--- src/rtl/vcsd_pkg.sv ---
// Shared types and constants for the voxel column span decoder.
`timescale 1ns / 1ps
package vcsd_pkg;
   localparam int COLUMN_HEIGHT = 64;
   localparam int DEPTH_W = 6;
   localparam int MAP_SIDE = 512;
   localparam int COORD_W = 9;

   typedef enum logic [1:0] {
      OP_COLOUR = 2'd0,
      OP_HEADER = 2'd1
   } op_type;

   // One assembled group of four bytes passed from the front to the back.
   typedef struct packed {
      op_type      op;
      logic [7:0]  chunk_count;
      logic [7:0]  top_begin;
      logic [7:0]  top_end;
      logic [7:0]  air_start;
      logic [23:0] colour;
   } cmd_type;
endpackage

--- src/rtl/vcsd_front.sv ---
// Front part: groups bytes into headers and colours and tracks the span phase.
`timescale 1ns / 1ps
module vcsd_front (
   input  logic               clock,
   input  logic               reset,
   input  logic               req_valid,
   output logic               req_ready,
   input  logic [7:0]         req_data_byte,
   output logic               cmd_valid,
   input  logic               cmd_ready,
   output vcsd_pkg::cmd_type  cmd_data
);
   logic [1:0]  slot_ff;
   logic        in_colours_ff;
   logic [7:0]  chunk_ff, ts_ff, te_ff;
   logic [8:0]  left_ff;
   logic [23:0] col_ff;
   logic [8:0]  top_cnt;
   logic [8:0]  left_in;
   logic        fire, last;

   assign req_ready = cmd_ready;
   assign fire = req_valid && req_ready;
   assign last = (slot_ff == 2'd3);
   assign cmd_valid = req_valid && last;
   assign top_cnt = (te_ff >= ts_ff) ? ({1'b0, te_ff} - {1'b0, ts_ff} + 9'd1) : 9'd0;
   assign left_in = (chunk_ff != 8'd0) ? ({1'b0, chunk_ff} - 9'd1) : top_cnt;

   always_comb begin
      cmd_data.op = in_colours_ff ? vcsd_pkg::OP_COLOUR : vcsd_pkg::OP_HEADER;
      cmd_data.chunk_count = chunk_ff;
      cmd_data.top_begin = ts_ff;
      cmd_data.top_end = te_ff;
      cmd_data.air_start = req_data_byte;
      cmd_data.colour = col_ff;
   end

   always_ff @(posedge clock) begin
      if (reset) begin
         slot_ff <= 2'd0;
         in_colours_ff <= 1'b0;
         left_ff <= 9'd0;
      end else if (fire) begin
         slot_ff <= slot_ff + 2'd1;
         if (in_colours_ff) begin
            unique case (slot_ff)
               2'd0: col_ff[7:0] <= req_data_byte;
               2'd1: col_ff[15:8] <= req_data_byte;
               2'd2: col_ff[23:16] <= req_data_byte;
               default: begin
                  left_ff <= left_ff - 9'd1;
                  if (left_ff == 9'd1) in_colours_ff <= 1'b0;
               end
            endcase
         end else begin
            unique case (slot_ff)
               2'd0: chunk_ff <= req_data_byte;
               2'd1: ts_ff <= req_data_byte;
               2'd2: te_ff <= req_data_byte;
               default: begin
                  left_ff <= left_in;
                  in_colours_ff <= (left_in != 9'd0);
               end
            endcase
         end
      end
   end
endmodule

--- src/rtl/vcsd_queue.sv ---
// Two-entry queue between the front and back parts.
`timescale 1ns / 1ps
module vcsd_queue (
   input  logic               clock,
   input  logic               reset,
   input  logic               in_valid,
   output logic               in_ready,
   input  vcsd_pkg::cmd_type  in_data,
   output logic               out_valid,
   input  logic               out_ready,
   output vcsd_pkg::cmd_type  out_data
);
   vcsd_pkg::cmd_type mem_ff [2];
   logic       wp_ff, rp_ff;
   logic [1:0] cnt_ff;
   logic       wr, rd;

   assign in_ready = (cnt_ff != 2'd2);
   assign out_valid = (cnt_ff != 2'd0);
   assign out_data = mem_ff[rp_ff];
   assign wr = in_valid && in_ready;
   assign rd = out_valid && out_ready;

   always_ff @(posedge clock) begin
      if (wr) mem_ff[wp_ff] <= in_data;
      if (reset) begin
         wp_ff <= 1'b0;
         rp_ff <= 1'b0;
         cnt_ff <= 2'd0;
      end else begin
         if (wr) wp_ff <= ~wp_ff;
         if (rd) rp_ff <= ~rp_ff;
         cnt_ff <= cnt_ff + {1'b0, wr} - {1'b0, rd};
      end
   end
endmodule

--- src/rtl/vcsd_back.sv ---
// Back part: updates the column store, places bottom colours and emits columns.
`timescale 1ns / 1ps
module vcsd_back (
   input  logic               clock,
   input  logic               reset,
   input  logic               cmd_valid,
   output logic               cmd_ready,
   input  vcsd_pkg::cmd_type  cmd_data,
   output logic               rsp_valid,
   input  logic               rsp_ready,
   output logic [5:0]         rsp_voxel_depth,
   output logic               rsp_solid,
   output logic [7:0]         rsp_red,
   output logic [7:0]         rsp_green,
   output logic [7:0]         rsp_blue,
   output logic [8:0]         rsp_column_x,
   output logic [8:0]         rsp_column_y,
   output logic               rsp_last_of_column,
   output logic               rsp_last_of_map,
   output logic               rsp_format_error
);
   typedef enum logic [2:0] {
      S_IDLE, S_PLACE, S_PUT, S_CLEAR, S_READ, S_EMIT, S_RESET
   } state_type;

   localparam logic [8:0] LastCoord = 9'(vcsd_pkg::MAP_SIDE - 1);
   localparam logic [24:0] SolidBlack = 25'h1000000;

   state_type   state_ff;
   logic [24:0] store_ff [vcsd_pkg::COLUMN_HEIGHT];
   logic [23:0] bottom_ff [vcsd_pkg::COLUMN_HEIGHT];
   logic        first_ff, err_ff, emit_after_ff;
   logic [7:0]  chunk_ff, ts_ff, te_ff;
   logic [8:0]  top_cnt_ff, idx_ff, left_ff, pend_ff;
   logic [8:0]  walk_ff;
   logic [9:0]  pos_ff;
   logic [8:0]  cx_ff, cy_ff;
   logic [24:0] rdata_ff;
   logic [23:0] bdata_ff;
   logic [8:0]  new_top_cnt, new_left;
   logic [9:0]  tdepth;
   logic [9:0]  bidx;

   assign cmd_ready = (state_ff == S_IDLE);
   assign new_top_cnt = (cmd_data.top_end >= cmd_data.top_begin) ?
      ({1'b0, cmd_data.top_end} - {1'b0, cmd_data.top_begin} + 9'd1) : 9'd0;
   assign new_left = (cmd_data.chunk_count != 8'd0) ?
      ({1'b0, cmd_data.chunk_count} - 9'd1) : new_top_cnt;
   assign tdepth = {2'b0, ts_ff} + {1'b0, idx_ff};
   assign bidx = {1'b0, idx_ff} - {1'b0, top_cnt_ff};

   always_ff @(posedge clock) begin
      if (reset) begin
         state_ff <= S_RESET;
         rsp_valid <= 1'b0;
         cx_ff <= 9'd0;
         cy_ff <= 9'd0;
         walk_ff <= 9'd0;
         first_ff <= 1'b1;
         err_ff <= 1'b0;
         pend_ff <= 9'd0;
      end else begin
         unique case (state_ff)
            S_RESET: begin
               // One store entry per cycle is made solid and black after reset.
               store_ff[walk_ff[5:0]] <= SolidBlack;
               walk_ff <= walk_ff + 9'd1;
               if (walk_ff == 9'(vcsd_pkg::COLUMN_HEIGHT - 1)) state_ff <= S_IDLE;
            end
            S_IDLE: if (cmd_valid) begin
               if (cmd_data.op == vcsd_pkg::OP_HEADER) begin
                  chunk_ff <= cmd_data.chunk_count;
                  ts_ff <= cmd_data.top_begin;
                  te_ff <= cmd_data.top_end;
                  top_cnt_ff <= new_top_cnt;
                  left_ff <= new_left;
                  idx_ff <= 9'd0;
                  emit_after_ff <= (cmd_data.chunk_count == 8'd0) && (new_left == 9'd0);
                  if (first_ff) begin
                     pos_ff <= 10'd0;
                     state_ff <= S_CLEAR;
                  end else begin
                     // Bottom colours end just above the new air start.
                     pos_ff <= {2'b0, cmd_data.air_start} - {1'b0, pend_ff};
                     walk_ff <= 9'd0;
                     state_ff <= S_PLACE;
                  end
                  first_ff <= 1'b0;
               end else begin
                  if (idx_ff < top_cnt_ff) begin
                     if (tdepth < 10'(vcsd_pkg::COLUMN_HEIGHT))
                        store_ff[tdepth[5:0]] <= {1'b1, cmd_data.colour};
                     else err_ff <= 1'b1;
                  end else if (bidx < 10'(vcsd_pkg::COLUMN_HEIGHT)) begin
                     bottom_ff[bidx[5:0]] <= cmd_data.colour;
                  end
                  idx_ff <= idx_ff + 9'd1;
                  left_ff <= left_ff - 9'd1;
                  if (left_ff == 9'd1) begin
                     pend_ff <= (idx_ff + 9'd1 > top_cnt_ff) ?
                        (idx_ff + 9'd1 - top_cnt_ff) : 9'd0;
                     if (chunk_ff == 8'd0) begin
                        walk_ff <= 9'd0;
                        state_ff <= S_READ;
                     end
                  end
               end
            end
            S_PLACE: begin
               if (walk_ff == pend_ff) begin
                  state_ff <= S_CLEAR;
               end else begin
                  bdata_ff <= bottom_ff[walk_ff[5:0]];
                  state_ff <= S_PUT;
               end
            end
            S_PUT: begin
               if (walk_ff >= 9'(vcsd_pkg::COLUMN_HEIGHT) || pos_ff[9] ||
                   pos_ff >= 10'(vcsd_pkg::COLUMN_HEIGHT))
                  err_ff <= 1'b1;
               else
                  store_ff[pos_ff[5:0]] <= {1'b1, bdata_ff};
               pos_ff <= pos_ff + 10'd1;
               walk_ff <= walk_ff + 9'd1;
               state_ff <= S_PLACE;
            end
            S_CLEAR: begin
               // pos_ff is zero or the air start; clear up to the top colour start.
               if (pos_ff[9] || pos_ff >= {2'b0, ts_ff}) begin
                  pend_ff <= 9'd0;
                  if (emit_after_ff) begin
                     walk_ff <= 9'd0;
                     state_ff <= S_READ;
                  end else state_ff <= S_IDLE;
               end else begin
                  if (pos_ff < 10'(vcsd_pkg::COLUMN_HEIGHT)) store_ff[pos_ff[5:0]] <= 25'd0;
                  else err_ff <= 1'b1;
                  pos_ff <= pos_ff + 10'd1;
               end
            end
            S_READ: begin
               // Each entry is read out and left solid and black for the next column.
               rdata_ff <= store_ff[walk_ff[5:0]];
               store_ff[walk_ff[5:0]] <= SolidBlack;
               state_ff <= S_EMIT;
            end
            S_EMIT: if (!rsp_valid || rsp_ready) begin
               rsp_valid <= 1'b1;
               rsp_voxel_depth <= walk_ff[5:0];
               rsp_solid <= rdata_ff[24];
               rsp_red <= rdata_ff[23:16];
               rsp_green <= rdata_ff[15:8];
               rsp_blue <= rdata_ff[7:0];
               rsp_column_x <= cx_ff;
               rsp_column_y <= cy_ff;
               rsp_last_of_column <= (walk_ff == 9'(vcsd_pkg::COLUMN_HEIGHT - 1));
               rsp_last_of_map <= (walk_ff == 9'(vcsd_pkg::COLUMN_HEIGHT - 1)) &&
                  (cx_ff == LastCoord) && (cy_ff == LastCoord);
               rsp_format_error <= err_ff;
               walk_ff <= walk_ff + 9'd1;
               if (walk_ff == 9'(vcsd_pkg::COLUMN_HEIGHT - 1)) begin
                  if (cx_ff == LastCoord) begin
                     cx_ff <= 9'd0;
                     cy_ff <= cy_ff + 9'd1;
                  end else cx_ff <= cx_ff + 9'd1;
                  first_ff <= 1'b1;
                  err_ff <= 1'b0;
                  pend_ff <= 9'd0;
                  state_ff <= S_IDLE;
               end else state_ff <= S_READ;
            end
            default: state_ff <= S_RESET;
         endcase
         if (state_ff != S_EMIT && rsp_ready) rsp_valid <= 1'b0;
      end
   end
endmodule

--- src/rtl/vxl_column_span_decoder_core.sv ---
// Top level of the voxel column span decoder.
// A group of four bytes passes from the front part through the two-entry queue to the back part,
// which stores a colour and handles a header by placing pending bottom colours and clearing depths.
// A finished column emits 64 items.
// Throughput: one byte per cycle while the two-entry queue has room; the back part's work
// sets the sustained rate. Reset is synchronous; afterwards a pass over the column store
// makes it solid and black before the first group is processed.
`timescale 1ns / 1ps
module vxl_column_span_decoder_core (
   input  logic       clock,
   input  logic       reset,
   input  logic       req_valid,
   output logic       req_ready,
   input  logic [7:0] req_data_byte,
   output logic       rsp_valid,
   input  logic       rsp_ready,
   output logic [5:0] rsp_voxel_depth,
   output logic       rsp_solid,
   output logic [7:0] rsp_red,
   output logic [7:0] rsp_green,
   output logic [7:0] rsp_blue,
   output logic [8:0] rsp_column_x,
   output logic [8:0] rsp_column_y,
   output logic       rsp_last_of_column,
   output logic       rsp_last_of_map,
   output logic       rsp_format_error
);
   logic f_valid, f_ready, b_valid, b_ready;
   vcsd_pkg::cmd_type f_data, b_data;

   vcsd_front u_front (
      .clock, .reset, .req_valid, .req_ready, .req_data_byte,
      .cmd_valid(f_valid), .cmd_ready(f_ready), .cmd_data(f_data)
   );

   vcsd_queue u_queue (
      .clock, .reset, .in_valid(f_valid), .in_ready(f_ready), .in_data(f_data),
      .out_valid(b_valid), .out_ready(b_ready), .out_data(b_data)
   );

   vcsd_back u_back (
      .clock, .reset, .cmd_valid(b_valid), .cmd_ready(b_ready), .cmd_data(b_data),
      .rsp_valid, .rsp_ready, .rsp_voxel_depth, .rsp_solid, .rsp_red, .rsp_green,
      .rsp_blue, .rsp_column_x, .rsp_column_y, .rsp_last_of_column,
      .rsp_last_of_map, .rsp_format_error
   );
endmodule

--- config.mk ---
export PLATFORM = sky130hd
export DESIGN_NAME = vxl_column_span_decoder_core
export DESIGN_NICKNAME = d
export VERILOG_FILES = /design/src/rtl/vcsd_pkg.sv /design/src/rtl/vcsd_front.sv /design/src/rtl/vcsd_queue.sv /design/src/rtl/vcsd_back.sv /design/src/rtl/vxl_column_span_decoder_core.sv
export SDC_FILE = /design/constraint.sdc
export NUM_CORES = 2
export LEC_CHECK = 0
export BUFFER_PORTS_ARGS = -buffer_cell sky130_fd_sc_hd__buf_2
export CAP_MARGIN = 20
export CORE_ASPECT_RATIO = 0.5
export CORE_UTILIZATION = 41
export DETAILED_ROUTE_END_ITERATION = 7
export HOLD_SLACK_MARGIN = 0.08
export SLEW_MARGIN = 5
export SYNTH_ARGS = -nofsm -noshare
export SYNTH_HDL_FRONTEND = slang
export SYNTH_SLANG_ARGS = --single-unit
--- constraint.sdc ---
create_clock -name clock -period 7.7 [get_ports clock]
set_input_delay 0.77 -clock clock [delete_from_list [all_inputs] [get_ports clock]]
set_output_delay 0.77 -clock clock [all_outputs]
set_load 0.05 [all_outputs]
Word-level counts from Yosys, hierarchy flattened --
Memories as Yosys holds them, arrays and structs flattened. A register that Yosys moved wholly into a read port is not among the register bits. Index checks and enable logic that the tools add are counted.
Operators by class: mux-type cells 104, bitwise gates (word level) 8, order comparisons 10, $add $sub $neg 20, equal/unequal tests 35, reduce and logical (&&, ||, !) cells 53
Operator list (number):
- $mux W9 | 24
- $mux W25 | 4
- $add A9 B1 Y9 const B | 6
- $mux W1 | 54
- $reduce_or A25 Y1 | 2
- $mux W10 | 4
- $pmux W9 S4 | 1
- $reduce_and A4 Y1 | 8
- $lt A10 B7 Y1 const B | 3
- $pmux W10 S3 | 1
- $mux W3 | 9
- $pmux W9 S3 | 1
- $pmux W3 S7 | 1
- $ne A2 B1 Y1 const B | 10
- $eq A9 B1 Y1 const B | 2
- $eq A9 B9 Y1 const B | 2
- $sub A8 B1 Y9 const B | 2
- $sub A8 B8 Y9 | 2
- $sub A9 B1 Y9 const B | 2
- $ge A8 B8 Y1 | 2
- $logic_not A8 Y1 | 2
- $reduce_bool A8 Y1 | 2
- $mux W6 | 2
- $reduce_and A3 Y1 | 4
- other kinds (46) | 80
Storage, ports and cells: register bits 212, output and inout bits 54, memories 3, bits in writable memories 3250, bits of input ports 12
Memory list:
- u_back.store_ff | words 64, bits a word 25, rd ports 1, clocked after Yosys merged registers in 1, write ports 1, RTL line vcsd_back.sv:30 | logic [24:0] store_ff [vcsd_pkg::COLUMN_HEIGHT];
- u_back.bottom_ff | words 64, bits a word 24, rd ports 1, clocked after Yosys merged registers in 1, write ports 1, RTL line vcsd_back.sv:31 | logic [23:0] bottom_ff [vcsd_pkg::COLUMN_HEIGHT];
- u_queue.mem_ff | words 2, bits a word 57, rd ports 1, clocked after Yosys merged registers in 1, write ports 1, RTL line vcsd_queue.sv:13 | vcsd_pkg::cmd_type mem_ff [2];

Logic depth before layout (Yosys ltp) --
depth after elaboration 12, gate-level depth with buffers 18

Cells and area by module --
From an unflattened synthesis, not the netlist that was laid out.
Second synthesis, totals: cell total of the unflattened synthesis 6147, area, all modules 137713.3 µm²
By module, submodules not included:
- vcsd_back | times used 1, area each 130014.7 µm², cells each 5655
- vcsd_queue | times used 1, area each 4488.1 µm², cells each 204
- vcsd_front | times used 1, area each 3210.6 µm², cells each 288

Least setup slack after synthesis --
OpenSTA, ideal clock, no wires.
path type register to register, start reg u_back.idx_ff[0], end mem u_back.store_ff[16][0], enable pin, clock period less this slack 5.877 ns, cell stages (with the launch flop) 12, arrival time 5.407 ns, setup time 0.470 ns, path slack 1.823 ns, cells stage by stage edfxtp_1 > ha_1 > inv_1 > fa_1 > nor2b_4 > o31a_1 > or3_4 > a221o_2 > nor3_4 > mux2_4 > o211ai_2 > nor4_1
Between the ends: word-level cells in the longest chain between the ends 12
Ends and longest elaborated chain:
- start, declared | RTL line vcsd_back.sv:34 | logic [8:0] top_cnt_ff, idx_ff, left_ff, pend_ff;
- start signal, assigned | RTL line vcsd_back.sv:97 | idx_ff <= idx_ff + 9'd1;
- $add A8 B9 Y10 | RTL line vcsd_back.sv:49 | assign tdepth = {2'b0, ts_ff} + {1'b0, idx_ff};
- $lt A10 B7 Y1 | RTL line vcsd_back.sv:91 | if (tdepth < 10'(vcsd_pkg::COLUMN_HEIGHT))
- $mux W1 | RTL line vcsd_back.sv:91
- $mux W1 | RTL line vcsd_back.sv:90 | if (idx_ff < top_cnt_ff) begin
- $mux W1 | RTL line vcsd_back.sv:71 | if (cmd_data.op == vcsd_pkg::OP_HEADER) begin
- $mux W1 | RTL line vcsd_back.sv:70 | S_IDLE: if (cmd_valid) begin
- $mux W1 | RTL line vcsd_back.sv:63 | unique case (state_ff)
- $mux W1 | RTL line vcsd_back.sv:53 | if (reset) begin
- $mux W1 (not written as such) | RTL line vcsd_back.sv:92 | store_ff[tdepth[5:0]] <= {1'b1, cmd_data.colour};
- $reduce_or A25 Y1 (no line)
- $mux W6 (no line) or $mux W1 (tied branches) (2 in series)
- end, declared | RTL line vcsd_back.sv:30
Several ways; a longest one is shown, not always the timed one.

Worst setup path in the final report --
start reg u_back.idx_ff[0], end mem u_back.bottom_ff[63][21], enable pin
Between the ends: word-level cells in the longest chain between the ends 9
Ends and longest elaborated chain:
- $sub A9 B9 Y10 | RTL line vcsd_back.sv:50 | assign bidx = {1'b0, idx_ff} - {1'b0, top_cnt_ff};
- $lt A10 B7 Y1 | RTL line vcsd_back.sv:94 | end else if (bidx < 10'(vcsd_pkg::COLUMN_HEIGHT)) begin
- $mux W1 | RTL line vcsd_back.sv:94
- $mux W1 | RTL line vcsd_back.sv:90
- $mux W1 | RTL line vcsd_back.sv:71
- $mux W1 | RTL line vcsd_back.sv:70
- $mux W1 | RTL line vcsd_back.sv:63
- $mux W1 | RTL line vcsd_back.sv:53
- $mux W1 (not written as such) | RTL line vcsd_back.sv:95 | bottom_ff[bidx[5:0]] <= cmd_data.colour;
- end, declared | RTL line vcsd_back.sv:31
Several ways; a longest one is shown, not always the timed one.

==> impl_metrics.prom <==
# TYPE chip_impl_metric gauge
chip_impl_info{name="outcome",value="completed"} 1
chip_impl_metric{name="worstHoldPathCells",unit=""} 1
chip_impl_info{name="synth_area_leader_cell",value="sky130_fd_sc_hd__edfxtp_1"} 1
chip_impl_metric{name="crit_path_max_fanout",unit=""} 24
chip_impl_metric{name="dr.first_iter.drc_count",unit=""} 7729
chip_impl_metric{name="timing.slew.headroom",unit=""} 0.257
chip_impl_metric{name="syn_area",unit="sq um"} 137000
chip_impl_metric{name="drt_wl_total",unit="um"} 351000
chip_impl_info{name="critPathCaptureType",value="flop"} 1
chip_impl_info{name="leading_cell_type_by_number_of_instances_after_synthesis",value="sky130_fd_sc_hd__edfxtp_1"} 1
chip_impl_metric{name="max_slew.worst_pin.slew",unit="ps"} 1110
chip_impl_metric{name="pwr-share-comb",unit=""} 0.197
chip_impl_metric{name="gpl.final_weighted_congestion",unit=""} 0.840
chip_impl_metric{name="synthToLayoutAreaGrowth",unit="%"} 12.7
chip_impl_metric{name="post-cts-setup-buffers",unit=""} 0
chip_impl_metric{name="final_layout_size_suffix_gt1_frac",unit=""} 0.295
chip_impl_metric{name="wire_length_of_the_first_global_routing_pass",unit="um"} 492000
chip_impl_metric{name="initial_antenna_violation_count",unit=""} 52
chip_impl_metric{name="avgRoutedWirePerCell",unit="um"} 32.1
chip_impl_metric{name="swShare",unit=""} 0.266
chip_impl_metric{name="maximum_number_of_pins_on_one_net_before_global_route_repair",unit=""} 120
chip_impl_metric{name="timing.max_cap.violations",unit=""} 0
chip_impl_info{name="min-delay-path-class",value="primary input to flop"} 1
chip_impl_metric{name="cell_internal_pwr",unit="uW"} 34100
chip_impl_metric{name="start_util",unit=""} 0.414
chip_impl_metric{name="final_min_period_over_clock_period",unit=""} 0.745
chip_impl_metric{name="number_of_global_route_vias_before_repair",unit=""} 62357
chip_impl_info{name="root_buffer",value="sky130_fd_sc_hd__clkbuf_16"} 1
chip_impl_metric{name="count_of_final_setup_violators",unit=""} 0
chip_impl_metric{name="antenna_left",unit=""} 0
chip_impl_metric{name="detailroute.via_count",unit=""} 63698
chip_impl_metric{name="synth-edff-count",unit=""} 3453
chip_impl_metric{name="die_y",unit="um"} 411
chip_impl_metric{name="dpl.hpwl",unit="um"} 212000
chip_impl_metric{name="cts_hold_repair.buffers",unit=""} 0
chip_impl_metric{name="drtPass1Iterations",unit=""} 5
chip_impl_metric{name="post_synth_num_cell_types",unit=""} 84
chip_impl_metric{name="worstPathRequired",unit="ps"} 8200
chip_impl_metric{name="net-switching-power",unit="uW"} 12400
chip_impl_metric{name="p_clk_frac",unit=""} 0.347
chip_impl_metric{name="post-route-drc-count",unit=""} 0
chip_impl_info{name="crit_type",value="flop to flop"} 1
chip_impl_info{name="synth_commonest_cells",value="3453 x sky130_fd_sc_hd__edfxtp_1, 1029 x sky130_fd_sc_hd__mux4_2, 206 x sky130_fd_sc_hd__nor2_1"} 1
chip_impl_metric{name="post-route-min-period",unit="ps"} 5730
chip_impl_metric{name="fp-row-count",unit=""} 149
chip_impl_info{name="synth.top_cells.by_area",value="sky130_fd_sc_hd__edfxtp_1 76%, sky130_fd_sc_hd__mux4_2 17%, sky130_fd_sc_hd__ha_1 0.89%"} 1
chip_impl_info{name="timing.critical_path.from_type",value="flop"} 1
chip_impl_metric{name="r2r.worst_path.cells",unit=""} 11
chip_impl_metric{name="cp.arrival",unit="ps"} 6240
chip_impl_metric{name="ir_worst_vdd",unit="uV"} 407
chip_impl_metric{name="max_clock_freq",unit="MHz"} 174
chip_impl_metric{name="gr-usage-all-layers",unit=""} 0.207
chip_impl_metric{name="placement.io_buffers",unit=""} 65
chip_impl_info{name="rsz0062_at_grt",value="no"} 1
chip_impl_metric{name="cts.reportedPaths.clkPinSlew",unit="ps"} 70
chip_impl_metric{name="cts_made_buffers",unit=""} 321
chip_impl_metric{name="wl_met3",unit="um"} 28600
chip_impl_metric{name="detailroute.wirelength.met2",unit="um"} 160000
chip_impl_metric{name="setup-tns-final",unit="ps"} 0
chip_impl_metric{name="seq_area_frac_synth",unit=""} 0.765
chip_impl_metric{name="ys.warnings.count",unit=""} 0
chip_impl_metric{name="yosys_register_bits",unit=""} 3512
chip_impl_metric{name="post_synthesis_mean_instance_area",unit="sq um"} 22.8
chip_impl_metric{name="final.setup_skew",unit="ps"} 47.8
chip_impl_metric{name="finalNonFillerCells",unit=""} 10954
chip_impl_metric{name="postSynthNetCount",unit=""} 6121
chip_impl_metric{name="cts_resized",unit=""} 0
chip_impl_metric{name="sinks_on_the_clock_net",unit=""} 3512
chip_impl_metric{name="ctsHtreeMaxLevel",unit=""} 5
chip_impl_metric{name="r2r_setup_slack",unit="ps"} 1970
chip_impl_info{name="postSynth.topFlopCell",value="sky130_fd_sc_hd__edfxtp_1"} 1
chip_impl_metric{name="dp_cells",unit=""} 10368
chip_impl_metric{name="power.leakage",unit="uW"} 0.0479
chip_impl_metric{name="hold_fails_final_rpt",unit=""} 0
chip_impl_info{name="cts_tree",value="done"} 1
chip_impl_info{name="routed.top_layer",value="met5"} 1
chip_impl_metric{name="p_seq_frac",unit=""} 0.456
chip_impl_metric{name="globalRoute.totalOverflow",unit=""} 0
chip_impl_metric{name="metal_1_wl",unit="um"} 155000
chip_impl_metric{name="finalMaxSlewViolations",unit=""} 0
chip_impl_metric{name="total_core_area",unit="sq um"} 331000
chip_impl_metric{name="worst_skew_pair.late_latency",unit="ps"} 910
chip_impl_metric{name="drt-vias-per-instance",unit=""} 5.82
chip_impl_metric{name="clock_path_buffers",unit=""} 4
chip_impl_metric{name="synth_top_cell_area_share",unit=""} 0.757
chip_impl_metric{name="dieWidth",unit="um"} 820
chip_impl_metric{name="io_pins",unit=""} 66
chip_impl_metric{name="design.die.area",unit="sq um"} 337000
chip_impl_metric{name="power.density_cell_area",unit="nW/um^2"} 301
chip_impl_metric{name="postSynth.asyncResetShare",unit=""} 0
chip_impl_metric{name="final_nets",unit=""} 6359
chip_impl_metric{name="synthCells",unit=""} 5999
## registers in the layout (all words and copies together), names as in the netlist, 10 cells and up, named ones only
signal	cells
u_back.store_ff	1600
u_back.bottom_ff	1536
u_queue.mem_ff	114
u_back.rdata_ff	25
u_back.bdata_ff	24
u_front.col_ff	24
u_back.pos_ff	10
## final cells by class
cell class                 count  area, sq um
timing repair buffer         189         1420
clock buffer                 400         8640
sequential                  3512       105000
inverter                     104          393
fill                       27145       177000
antenna                       15         37.5
tap                         4454         5570
multi-input combinational   2109        31900
clock inverter               171         1670
## power by group through the flow
stage	Clock, uW	Sequential (uW)	Combinational [uW]
floorplan	0	21500	5860
global placement	0	21600	9190
detailed placement	0	21600	9200
CTS	16300	21200	9220
global route	17000	21200	9490
finish	16100	21200	9150
## placed cells by master (no fill, tap or decap), types with 13 or more instances in the layout
cell	synthesis	routed
sky130_fd_sc_hd__clkinvlp_4	0	15
sky130_fd_sc_hd__nand2_1	78	74
sky130_fd_sc_hd__mux4_2	1029	1029
sky130_fd_sc_hd__or3_1	14	14
sky130_fd_sc_hd__buf_12	0	13
sky130_fd_sc_hd__xnor2_1	49	48
sky130_fd_sc_hd__ha_1	98	98
sky130_fd_sc_hd__mux2i_1	25	24
sky130_fd_sc_hd__clkinv_1	2	60
sky130_fd_sc_hd__and3_1	14	13
sky130_fd_sc_hd__nand2b_1	14	14
sky130_fd_sc_hd__o21ai_0	56	56
sky130_fd_sc_hd__xor2_1	35	35
sky130_fd_sc_hd__clkbuf_1	204	64
sky130_fd_sc_hd__nor2_4	0	123
sky130_fd_sc_hd__clkbuf_16	0	335
sky130_fd_sc_hd__nor4_1	17	14
sky130_fd_sc_hd__nor2b_1	13	13
sky130_fd_sc_hd__buf_2	3	65
sky130_fd_sc_hd__nand4_1	27	27
sky130_fd_sc_hd__diode_2	0	15
sky130_fd_sc_hd__nor3_1	34	27
sky130_fd_sc_hd__clkinv_2	0	55
sky130_fd_sc_hd__nor2_1	206	98
sky130_fd_sc_hd__buf_4	0	111
sky130_fd_sc_hd__dfxtp_1	59	53
sky130_fd_sc_hd__inv_1	102	102
sky130_fd_sc_hd__nand3_1	35	33
sky130_fd_sc_hd__a22o_4	0	18
sky130_fd_sc_hd__mux2_2	42	42
sky130_fd_sc_hd__bufinv_16	0	31
sky130_fd_sc_hd__a21oi_1	68	68
sky130_fd_sc_hd__and2_1	16	16
sky130_fd_sc_hd__edfxtp_1	3453	3453
## metrics by stage
step	setup slack [ps]	utilization	instance area (sq um)	hold WS, ps	total power, uW
after floorplan	1820	-	137000	400	27300
after global placement	2150	0.435	144000	401	30800
after detailed placement	2040	0.435	144000	408	30800
after CTS	2030	0.466	154000	219	46700
after global routing	1650	0.466	154000	245	47700
final	1970	0.467	154000	277	46400
## cell families (layout without fill, tap and decap cells)
logic type | Yosys count | count (layout) | share of synthesized area
compound gates | 294 | 294 | 0.0147
xor+xnor | 84 | 84 | 0.00537
fa+ha+maj | 110 | 110 | 0.0107
buf+inv | 378 | 864 | 0.0105
flops | 3512 | 3512 | 0.765
mux | 1097 | 1097 | 0.175
other cells | 0 | 15 | 0
simple gates | 524 | 524 | 0.0188
## worst paths after layout
kind	start	end
setup / recovery	u_back.idx_ff[0]	u_back.bottom_ff[63][21]
hold / removal	req_data_byte[7]	u_front.chunk_ff[7]
hold reg to reg	u_back.rdata_ff[16]	u_back.rsp_red[0]
setup reg to reg	u_back.idx_ff[0]	u_back.bottom_ff[63][21]
## worst max-delay path: stages (launching register included)
cell and delay, ps:
sky130_fd_sc_hd__edfxtp_1 510, sky130_fd_sc_hd__inv_1 130, sky130_fd_sc_hd__ha_1 190, sky130_fd_sc_hd__inv_1 60, sky130_fd_sc_hd__fa_1 430, sky130_fd_sc_hd__a21oi_1 210, sky130_fd_sc_hd__o21ai_0 220, sky130_fd_sc_hd__a21oi_1 210
sky130_fd_sc_hd__mux2_2 390, sky130_fd_sc_hd__a211oi_4 860, sky130_fd_sc_hd__nand4_1 1070, sky130_fd_sc_hd__nor2_4 1020
## layer usage
metal / up-vias / track usage
met2: 2511 / 0.313
met1: 34739 / 0.313
met5: - / 0
met4: 2 / 0.0444
li1: 25992 / -
met3: 454 / 0.0409
Power figures use the tool's default switching activity.
